==> src/sv/irg_div.sv <==
// restoring shift-subtract divider, one quotient bit per cycle
// no dependencies
module irg_div #(
    parameter int NW = 12,
    parameter int DW = 7,
    localparam int CNTW = (NW > 1) ? $clog2(NW) : 1
) (
    input  logic          i_clk,
    input  logic          i_rst_n,
    input  logic          i_start,
    input  logic [NW-1:0] i_dividend,
    input  logic [DW-1:0] i_divisor,
    output logic          o_done,
    output logic [NW-1:0] o_quotient,
    output logic [DW-1:0] o_remainder
);

    logic            r_run, n_run;
    logic            r_done, n_done;
    logic [CNTW-1:0] r_cnt, n_cnt;
    logic [NW-1:0]   r_quo, n_quo;
    logic [DW-1:0]   r_rem, n_rem;
    logic [DW-1:0]   r_dv, n_dv;

    logic [DW:0]     rem_sh;
    logic [DW:0]     diff;
    logic            ge;

    always_comb begin
        rem_sh = {r_rem, r_quo[NW-1]};
        diff   = rem_sh - {1'b0, r_dv};
        ge     = (rem_sh >= {1'b0, r_dv});

        n_run  = r_run;
        n_done = 1'b0;
        n_cnt  = r_cnt;
        n_quo  = r_quo;
        n_rem  = r_rem;
        n_dv   = r_dv;

        if (i_start) begin
            n_run = 1'b1;
            n_cnt = '0;
            n_quo = i_dividend;
            n_rem = '0;
            n_dv  = i_divisor;
        end else if (r_run) begin
            n_rem = ge ? diff[DW-1:0] : rem_sh[DW-1:0];
            n_quo = {r_quo[NW-2:0], ge};
            n_cnt = r_cnt + CNTW'(1);
            if (r_cnt == CNTW'(NW - 1)) begin
                n_run  = 1'b0;
                n_done = 1'b1;
            end
        end
    end

    always_ff @(posedge i_clk) begin
        if (!i_rst_n) begin
            r_run  <= 1'b0;
            r_done <= 1'b0;
        end else begin
            r_run  <= n_run;
            r_done <= n_done;
        end
        r_cnt <= n_cnt;
        r_quo <= n_quo;
        r_rem <= n_rem;
        r_dv  <= n_dv;
    end

    assign o_done      = r_done;
    assign o_quotient  = r_quo;
    assign o_remainder = r_rem;

endmodule

==> config.mk <==
export PLATFORM = sky130hd
export DESIGN_NAME = irg_div
export DESIGN_NICKNAME = d
export VERILOG_FILES = /design/src/sv/irg_div.sv
export SDC_FILE = /design/constraint.sdc
export NUM_CORES = 1
export LEC_CHECK = 0
export BUFFER_PORTS_ARGS = -buffer_cell sky130_fd_sc_hd__buf_2
export CORE_MARGIN = 5
export CORE_UTILIZATION = 53
export DETAILED_ROUTE_END_ITERATION = 7
export PLACE_DENSITY_LB_ADDON = 0.12
export SLEW_MARGIN = 10
export SYNTH_ARGS = -nofsm -noshare
export SYNTH_HDL_FRONTEND = slang
export SYNTH_SLANG_ARGS = --single-unit
==> constraint.sdc <==
create_clock -name i_clk -period 2.5 [get_ports i_clk]
set_input_delay 0.5 -clock i_clk [delete_from_list [all_inputs] [get_ports i_clk]]
set_output_delay 0.5 -clock i_clk [all_outputs]
set_load 0.01 [all_outputs]
# Word-level counts from Yosys, hierarchy flattened
# Index checks and enable logic that the tools add are counted.
[word_totals] register_bits=32 in_bits=22 out_inout_bits=20 wordCells=21
[classes] n_addsub=2 order_cmp=1 eq_ne=1 n_mux=7 n_bitwise=2 reduce_logical=2
[op_table] cell="12-bit two-way mux" n=2
[op_table] cell="8-bit by 7-bit greater-or-equal comparator with 1-bit output" n=1
[op_table] cell="7-bit two-way mux" n=1
[op_table] cell="7-bit subtractor" n=1
[op_table] cell="4-bit by 1-bit adder with 4-bit output (second input constant)" n=1
[op_table] cell="4-bit equality test (second input constant)" n=1
[op_table] cell="1-bit two-way mux" n=4
[op_table] cell="3-bit OR reduction" n=1
[op_table] cell="1-bit inverter" n=2
[op_table] cell="2-bit nonzero test" n=1

# Longest topological paths before layout
# Gate-level depths: netlist of run 1.
[logic_depth] word_depth=4 depth_mapped=9 depth_no_buf=7

# Worst setup path after synthesis of run 1
# No wires, ideal clock.
[synth_path] path_kind="register -> register" startpoint="register r_quo[11] (netlist: o_quotient[11])" endpoint="register r_rem[0] (netlist: o_remainder[0])" setup_time_ns=0.088 arrival_ns=2.145 t_required_ns=2.412 path_slack_ns=0.267 path_stages_with_launch=10 n_path_buf=2 period_less_slack_ns=2.233 cell_sequence="edfxtp_1 > inv_1 > ha_1 > fa_1 > nand2b_1 > a211o_1 > buf_6 > and3_1 > buf_6 > a311oi_2"
[synth_via] elab_chain_len=2 elab_cells_between_ends=3 cone_classes="add/sub: 1; order compare: 1; mux: 1"
[synth_rtl] item="start: declaration" line="21" rtl="logic [NW-1:0] r_quo, n_quo;"
[synth_rtl] item="start signal: assignment" line="67" rtl="r_quo <= n_quo;"
[synth_rtl] item="7-bit subtractor or 8-bit by 7-bit greater-or-equal comparator with 1-bit output (tied branches)" line="31, 32"
[synth_rtl] item="7-bit two-way mux (*)" line="48" rtl="n_rem = ge ? diff[DW-1:0] : rem_sh[DW-1:0];"
[synth_rtl] item="end signal: assignment" line="68" rtl="r_rem <= n_rem;"
[synth_rtl] item="end: declaration" line="22" rtl="logic [DW-1:0] r_rem, n_rem;"
# Mark *: on every way between the ends. The rest lies on a longest branch, timed or not.
# A chain may end at the register's enable or synchronous reset.

# Final worst setup path of run 1
# Ends and elaborated chain as after synthesis.

==> flow_summary_export.csv, run 1 <==
group,metric,value,unit
run_status,status,"finished, final reports clean",
yosys,synth_largest_area_cell,"edfxtp_1",
clock_network,cts.reportedPaths.clkPinSlew,0.10,ns
yosys,ys.flop_type,"edfxtp_1",
final_layout,antenna_cells,0,
global_route,gr-total-overflow,0,
hold_path,hold_class,"input port to flop",
worst_setup_path,crit_path_end_kind,"flop",
worst_setup_path,cp-start-kind,"flop",
placed_design,gp_congestion,0.776,
timing,max_slew_margin,0.509,
clock_network,cts_buffer_depth,2,
clock_network,postCtsSetupBuffers,0,
global_route,grt_use_met2,0.276,
route,routed_via_density,5.40,
timing,layout_min_cycle_time,2.30,ns
worst_setup_path,worstPathMaxFanout,9,
floorplan,die_x,68.1,microns
yosys,async_flop_share,0,
global_route,antenna_found_initial,0,
clock_network,cts_hold_buf,0,
route,vias,1344,
global_route,busiest_layer,"met2",
timing,timing.hold.ws,0.340,ns
timing,skew,0.00523,ns
yosys,synth_area,0.00179,sq mm
floorplan,die_h,68.1,microns
final_layout,drive_gt1_frac,0.350,
global_route,grtUsageMet1,0.206,
floorplan,initial_core_util,0.541,
clock_network,cts_tree,"built",
yosys,ys_top_cells_by_area,"edfxtp_1, dfxtp_1, mux2_2",
yosys,ys_seq_elements,32,
yosys,synth_cells,161,
global_route,use_met3,0.0525,
timing,finalHoldViolCount,0,
final_layout,fin_area,0.00208,sq mm
clock_network,cts_buffers,5,
route,first_iter_violations,55,
power_and_ir_drop,irDropWorstVdd,0.355,mV
floorplan,fp-row-count,21,
timing,tightest_slew,0.736,ns
route,wirelength,3.57,mm
clock_network,htreeDepth,2,
yosys,yosysSeqAreaShare,0.464,
final_layout,syn_to_final_growth,16.4,%
clock_network,cts_root_buffer,"clkbuf_4",
clock_network,cts-resized-gates,0,
timing,max_clock_freq,435,MHz
global_route,grt_pass1_wl,5.73,mm
worst_setup_path,worstPathArrival,2.54,ns
yosys,synth_cell_types,46,
clock_network,clock_latency,0.33,ns
yosys,synth_top_area_frac,0.319,
clock_network,clock_sinks,32,
floorplan,core_area,0.00331,sq mm
placed_design,portBuffers,41,
placed_design,dp_hpwl,2.69,mm
final_layout,stdcell_count,249,
power_and_ir_drop,powerDensity,587,mW/mm^2
route,ant_nets,0,
yosys,synth_warnings,0,
timing,tns,0,ns
timing,rsz0062_at_grt,"false",
worst_setup_path,critPathRequiredTime,2.74,ns
yosys,synthTopCellsByCount,"edfxtp_1, nor2_1, dfxtp_1",
route,dr.pass1.iters,4,
placed_design,place_inst,241,
worst_setup_path,crit_type,"flop to flop",
final_layout,fin_util,0.629,
timing,maxSlewViolCount,0,
yosys,synth_edf_count,19,
run,cap_violations,0,
timing,finalSetupViolations,0,
yosys,synth_nets,192,
yosys,syn_avg_cell_area,11.1,sq um
floorplan,ios,42,
global_route,grt_usage,0.172,
timing,period_share,0.919,
route,drt-wirelength-per-cell,14.3,microns
global_route,first_global_vias,1278,
global_route,grt_start_max_net_pins,41,
power_and_ir_drop,p_leak,0.870,nW
yosys,yosysMostFrequentCell,"edfxtp_1",
route,drc,0,
floorplan,die-area,0.00464,sq mm
placed_design,placed_cell_area,0.00201,sq mm
final_layout,nNetsFinal,233,
-- worst max-delay path, stage by stage, from the launching register on --
cell and delay, ns:
edfxtp_1 0.34, inv_1 0.06, ha_1 0.22, fa_1 0.39, nand2b_1 0.19, a211o_1 0.37, and3_1 0.32, a311oi_2 0.31
-- state kept, by name (all words and copies together), names as in the netlist --
name         cells
o_done           1
o_quotient      12
o_remainder      7
r_cnt            4
r_dv             7
r_run            1
-- logic make-up (layout without fill, tap and decap cells) --
| logic type | count (synthesis) | in the layout | share of synthesized area |
|---|---|---|---|
| buffers and inverters | 20 | 62 | 0.0531 |
| XOR/XNOR | 6 | 6 | 0.0294 |
| flip-flops | 32 | 32 | 0.464 |
| adder cells (fa/ha/maj) | 9 | 9 | 0.0671 |
| AND/OR/NAND/NOR | 52 | 52 | 0.166 |
| AO/OA/AOI/OAI | 29 | 29 | 0.140 |
| multiplexers | 13 | 13 | 0.0804 |
-- final timing paths --
check,from,end,slack (ns),depth (start not counted)
setup reg to reg,o_quotient[11],o_remainder[0],0.20,7
setup / recovery,o_quotient[11],o_remainder[0],0.20,7
hold reg to reg,r_cnt[3],o_done,0.51,2
hold / removal,i_divisor[5],r_dv[5],0.34,1
-- metrics by stage --
step                setup slack (ns)  total power [W]
finish                         0.202          0.00122
detailed placement             0.214         0.000900
CTS                            0.177          0.00124
global route                  0.0855          0.00130
global placement               0.281         0.000892
floorplan                      0.267         0.000820
-- cells in the final DEF (no fill, tap or decap), drive strengths merged, types with 3 or more instances in the layout --
cell type | Yosys | layout
nand4 | 3 | 3
nand3b | 4 | 4
a21o | 3 | 3
mux2 | 11 | 11
buf | 6 | 43
xnor2 | 3 | 3
nor2 | 15 | 15
nor3b | 5 | 5
inv | 11 | 11
nand2b | 6 | 6
ha | 8 | 8
clkbuf | 3 | 8
edfxtp | 19 | 19
a211oi | 4 | 4
a41oi | 4 | 4
nand2 | 8 | 8
o21ai | 3 | 3
dfxtp | 13 | 13
xor2 | 3 | 3
-- where the power goes --
group	internal [W]	total, W	switching (W)
clock network	0.000165	0.000336	0.000171
registers	0.000606	0.000635	0.0000291
logic	0.000116	0.000252	0.000136
-- per-layer routing --
metal	up-vias	part of all wire
met1	627	0.43
met2	38	0.49
li1	673	-
met3	6	0.070
met4	0	0.017
met5	-	0
-- layout make-up --
class | instances | area (sq um)
sequential | 32 | 831
fill | 294 | 1230
inverter | 11 | 41.3
multi-input combinational | 109 | 865
clock buffer | 8 | 68.8
timing repair buffer | 43 | 220
tap | 46 | 57.6
(Power assumes the default switching activity.)
==> inputs of run 2 (changes only) <==
Settings changed: PLACE_DENSITY set to 0.79, PLACE_DENSITY_LB_ADDON 0.12 to not set.
==> run 2 against run 1 <==
Net effect: final area is 0.54% higher; largest cell class unchanged; via count decreased by 0.89%; setup slack got worse by 0.029 ns; critical endpoint is now o_remainder[2].
==> flow_summary_export.csv, run 2 (same netlist as run 1, synthesis figures left out) <==
group,metric,value,unit
timing,maxSlewViolCount,0,
route,dr.pass1.iters,4,
hold_path,hold_class,"input port to flop",
clock_network,cts-resized-gates,0,
route,vias,1332,
floorplan,ios,42,
final_layout,syn_to_final_growth,17.0,%
final_layout,drive_gt1_frac,0.355,
worst_setup_path,rr_worst_depth,7,
run,cap_violations,0,
clock_network,cts.reportedPaths.clkPinSlew,0.11,ns
power_and_ir_drop,finalPower,0.00129,W
clock_network,cts_buffer_depth,2,
placed_design,dp_hpwl,2.77,mm
final_layout,fillers,289,
final_layout,largest_register_ffs,12,
final_layout,nNetsFinal,233,
floorplan,fp-row-count,21,
floorplan,initial_core_util,0.541,
worst_setup_path,r2r-end,"o_remainder[2]",
route,routed_via_density,5.35,
worst_setup_path,r2r_start,"o_quotient[11]",
timing,tightest_slew,0.724,ns
placed_design,gp_congestion,0.796,
clock_network,cts_tree,"built",
worst_setup_path,crit_path_end_kind,"flop",
clock_network,cts_buffers,5,
worst_setup_path,critPathRequiredTime,2.76,ns
worst_setup_path,reg2reg_slack,0.17,ns
global_route,grt_pass1_wl,5.95,mm
floorplan,die-area,0.00464,sq mm
timing,fin_ws,0.172,ns
worst_setup_path,critical_path.top_delay_family,"compound AO/OA/AOI/OAI gates",
hold_path,hold_start,"i_divisor[6]",
route,ant_nets,0,
final_layout,antenna_cells,0,
worst_setup_path,worstPathArrival,2.59,ns
final_layout,final_common_cell,"buf_2",
clock_network,cts_hold_buf,0,
hold_path,min_to,"r_dv[6]",
timing,max_clock_freq,430,MHz
global_route,grt_usage,0.176,
hold_path,hold_path_depth,1,
clock_network,postCtsSetupBuffers,0,
worst_setup_path,critPathLaunch,"o_quotient[11]",
route,wirelength,3.68,mm
global_route,antenna_found_initial,0,
worst_setup_path,path_cells,"inv_1, ha_1, fa_1, nand2b_1, a211o_1, and3_1, a311oi_2",
placed_design,place_ws,0.182,ns
floorplan,core_area,0.00331,sq mm
timing,finalSetupViolations,0,
timing,tns,0,ns
power_and_ir_drop,powerDensity,614,mW/mm^2
placed_design,portBuffers,41,
timing,period_share,0.931,
route,first_iter_violations,71,
clock_network,cts_root_buffer,"clkbuf_4",
worst_setup_path,cp-start-kind,"flop",
worst_setup_path,critPathSlowestCell,"fa_1",
route,drc,0,
run_status,status,"finished, final reports clean",
final_layout,final_cell_mix,"buf_2, edfxtp_1, nor2_1, dfxtp_1",
floorplan,die_x,68.1,microns
worst_setup_path,crit_type,"flop to flop",
global_route,grt_start_max_net_pins,41,
timing,rsz0062_at_grt,"false",
clock_network,htreeDepth,2,
timing,finalHoldViolCount,0,
worst_setup_path,worstPathMaxFanout,9,
route,drt-wirelength-per-cell,14.8,microns
global_route,first_global_vias,1297,
timing,layout_min_cycle_time,2.33,ns
worst_setup_path,cpPeakStageDelay,0.39,ns
worst_setup_path,crit_buf_inv,1,
clock_network,clock_latency,0.34,ns
floorplan,die_h,68.1,microns
global_route,gr-total-overflow,0,
timing,max_slew_margin,0.518,
power_and_ir_drop,irDropWorstVdd,0.427,mV
power_and_ir_drop,p_leak,0.872,nW
timing,skew,0.00971,ns
clock_network,clock_sinks,32,
run 2: changes by cell type in the layout (fill, tap and decap cells not counted), sizes merged:
cell / delta
clkbuf: -3
bufinv: +1
clkinv: +1
clkinvlp: +1
run 2: layer usage:
metal,vias up,GRT usage,part of all wire,wire length (microns)
met3,10,0.0624,0.043,158
li1,668,-,-,-
met1,627,0.208,0.41,1520
met2,27,0.297,0.53,1950
met5,-,0,0,0
met4,0,0.0521,0.013,48
run 2: per-stage QoR:
| step | std cells | util | instance area (sq um) | hold slack [ns] |
|---|---|---|---|---|
| 4_1_cts | 249 | 0.633 | 2090 | 0.310 |
| 6_report | 249 | 0.633 | 2090 | 0.328 |
| 3_3_place_gp | 241 | 0.608 | 2010 | 0.495 |
| 5_1_grt | 249 | 0.633 | 2090 | 0.296 |
| 2_1_floorplan | 161 | - | 1790 | 0.477 |
| 3_5_place_dp | 241 | 0.608 | 2010 | 0.500 |
run 2: cell type report:
type / count / area (sq um) / area share
inverter: 11 / 41.3 / 0.0197
timing repair buffer: 43 / 220 / 0.105
tap: 46 / 57.6 / 0.0275
sequential: 32 / 831 / 0.397
clock buffer: 5 / 37.5 / 0.0179
clock inverter: 3 / 42.5 / 0.0203
multi-input combinational: 109 / 865 / 0.413
run 2: report_power, final:
group	leakage, nW	switching, W	internal, W
Clock	0.0412	0.000188	0.000208
Sequential	0.296	0.0000284	0.000606
Combinational	0.535	0.000138	0.000118
Total	0.872	0.000354	0.000932
run 2: how the worst max path moves through the flow:
stage | to | slack (ns) | cells past startpoint
2_1_floorplan | o_remainder[0] | 0.27 | 9
3_5_place_dp | o_remainder[2] | 0.18 | 7
5_1_grt | o_remainder[2] | 0.02 | 7
3_3_place_gp | o_remainder[0] | 0.29 | 7
4_1_cts | o_remainder[2] | 0.15 | 7
6_report | o_remainder[2] | 0.17 | 7
==> inputs of run 3 (changes only) <==
Settings changed: CORE_MARGIN 5 to 2.
==> run 3 against run 2 <==
Net effect: final area is 1.1% lower; via count grew 0.15%; global-route usage increased by 0.77 points; worst hold slack gained 0.014 ns; setup slack improved by 0.028 ns; die area down 17%; non-clock buffer count up 1; fmax rose by 1.2%; final cell count rose by 0.40%; total power fell by 10%; critical path depth did not move; sequential share of layout area is 0.46 points higher.
==> flow_summary_export.csv, run 3 (same netlist as run 1, synthesis figures left out) <==
group,metric,value,unit
run_status,status,"finished, final reports clean",
timing,period_share,0.920,
clock_network,postCtsSetupBuffers,0,
power_and_ir_drop,netSwitchingFraction,0.278,
timing,maxSlewViolCount,0,
global_route,grt_usage,0.183,
floorplan,initial_core_util,0.545,
floorplan,ios,42,
worst_setup_path,cp-start-kind,"flop",
worst_setup_path,reg2reg_slack,0.20,ns
route,dr.pass1.iters,4,
worst_setup_path,path_cells,"inv_1, ha_1, fa_1, nand2b_1, a211o_1, and3_1, a311oi_2",
global_route,antenna_found_initial,0,
global_route,first_global_vias,1249,
clock_network,cts.reportedPaths.clkPinSlew,0.10,ns
floorplan,die-area,0.00386,sq mm
global_route,gr-total-overflow,0,
final_layout,final_cell_mix,"buf_2, edfxtp_1, nor2_1, dfxtp_1",
power_and_ir_drop,pwr-share-comb,0.219,
worst_setup_path,critPathRequiredTime,2.75,ns
final_layout,seq_area,831,sq um
power_and_ir_drop,seq_power_share,0.551,
timing,tns,0,ns
timing,rsz0062_at_grt,"false",
final_layout,antenna_cells,0,
worst_setup_path,worstPathMaxFanout,9,
run,cap_violations,0,
timing,skew,0.0117,ns
route,drt-wirelength-per-cell,13.2,microns
power_and_ir_drop,powerDensity,557,mW/mm^2
placed_design,portBuffers,41,
final_layout,syn_to_final_growth,15.7,%
route,vias,1334,
clock_network,cts-resized-gates,0,
clock_network,cts_buffer_depth,2,
clock_network,cts_root_buffer,"clkbuf_4",
floorplan,die_x,62.1,microns
route,first_iter_violations,55,
power_and_ir_drop,irDropWorstVdd,0.359,mV
placed_design,dp_hpwl,2.54,mm
route,wirelength,3.30,mm
worst_setup_path,crit_path_end_kind,"flop",
clock_network,cts_tree,"built",
route,routed_via_density,5.34,
worst_setup_path,crit_type,"flop to flop",
timing,finalHoldViolCount,0,
power_and_ir_drop,power.switching,0.000321,W
timing,layout_min_cycle_time,2.30,ns
floorplan,fp-row-count,21,
hold_path,hold_class,"input port to flop",
power_and_ir_drop,p_leak,0.863,nW
timing,finalSetupViolations,0,
final_layout,fin_util,0.630,
global_route,grt_start_max_net_pins,28,
power_and_ir_drop,clockPowerShare,0.231,
route,ant_nets,0,
final_layout,fillers,277,
final_layout,multi_input_area,865,sq um
floorplan,die_h,62.1,microns
timing,max_slew_margin,0.642,
power_and_ir_drop,p_int,0.000832,W
final_layout,nNetsFinal,234,
final_layout,final_common_cell,"buf_2",
worst_setup_path,cpPeakStageDelay,0.39,ns
worst_setup_path,worstPathArrival,2.55,ns
final_layout,largest_register_ffs,12,
clock_network,clock_sinks,32,
timing,tightest_slew,0.538,ns
clock_network,clock_latency,0.33,ns
clock_network,htreeDepth,2,
final_layout,fin_area,0.00207,sq mm
global_route,grt_pass1_wl,5.50,mm
final_layout,drive_gt1_frac,0.343,
floorplan,core_area,0.00328,sq mm
clock_network,cts_hold_buf,0,
placed_design,gp_congestion,0.872,
clock_network,cts_buffers,5,
route,drc,0,
placed_design,placed_cell_area,0.00202,sq mm
timing,max_clock_freq,435,MHz
worst_setup_path,critPathSlowestCell,"fa_1",
[run 3: changes by cell type in the layout (fill, tap and decap cells not counted), sizes merged]
cell	delta
clkbuf	+2
buf	+1
bufinv	-1
clkinvlp	-1
[run 3: area by class of cell]
class,count,area share
timing repair buffer,44,0.110
tap,46,0.0278
inverter,11,0.0199
clock inverter,1,0.00181
sequential,32,0.401
clock buffer,7,0.0218
multi-input combinational,109,0.418
[run 3: final timing paths]
kind	start	end	depth (start not counted)
setup reg to reg	o_quotient[11]	o_remainder[0]	7
setup / recovery	o_quotient[11]	o_remainder[0]	7
hold reg to reg	r_cnt[3]	o_done	2
hold / removal	i_divisor[2]	r_dv[2]	1
[run 3: per-stage QoR]
| step | power (W) | instances | hold slack, ns | setup WS (ns) |
|---|---|---|---|---|
| 6_report | 0.00115 | 250 | 0.342 | 0.200 |
| 5_1_grt | 0.00122 | 250 | 0.323 | 0.0369 |
| 4_1_cts | 0.00117 | 250 | 0.328 | 0.188 |
| 3_5_place_dp | 0.000900 | 242 | 0.492 | 0.218 |
| 3_3_place_gp | 0.000890 | 242 | 0.493 | 0.287 |
| 2_1_floorplan | 0.000820 | 161 | 0.477 | 0.267 |
[run 3: power by group through the flow]
| stage | Clock (W) | Combinational [W] | Sequential, W |
|---|---|---|---|
| after floorplan | 0 | 0.000167 | 0.000653 |
| after global placement | 0 | 0.000246 | 0.000643 |
| after detailed placement | 0 | 0.000253 | 0.000647 |
| after CTS | 0.000279 | 0.000255 | 0.000636 |
| after global routing | 0.000299 | 0.000280 | 0.000642 |
| final | 0.000266 | 0.000252 | 0.000635 |
[run 3: per-layer routing]
metal / vias up / wire [microns] / global-route usage
met5: - / 0 / 0
met4: 0 / 56 / 0.0750
met3: 7 / 127 / 0.0489
met2: 24 / 1670 / 0.304
met1: 629 / 1450 / 0.227
li1: 674 / - / -
[run 3: critical path: cells and delay by family, from the launching register on]
| family | cells | cell delay, ns |
|---|---|---|
| simple gates | 2 | 0.52 |
| compound gates | 2 | 0.67 |
| fa+ha+maj | 2 | 0.61 |
| buf+inv | 1 | 0.07 |
| flops | 1 | 0.35 |
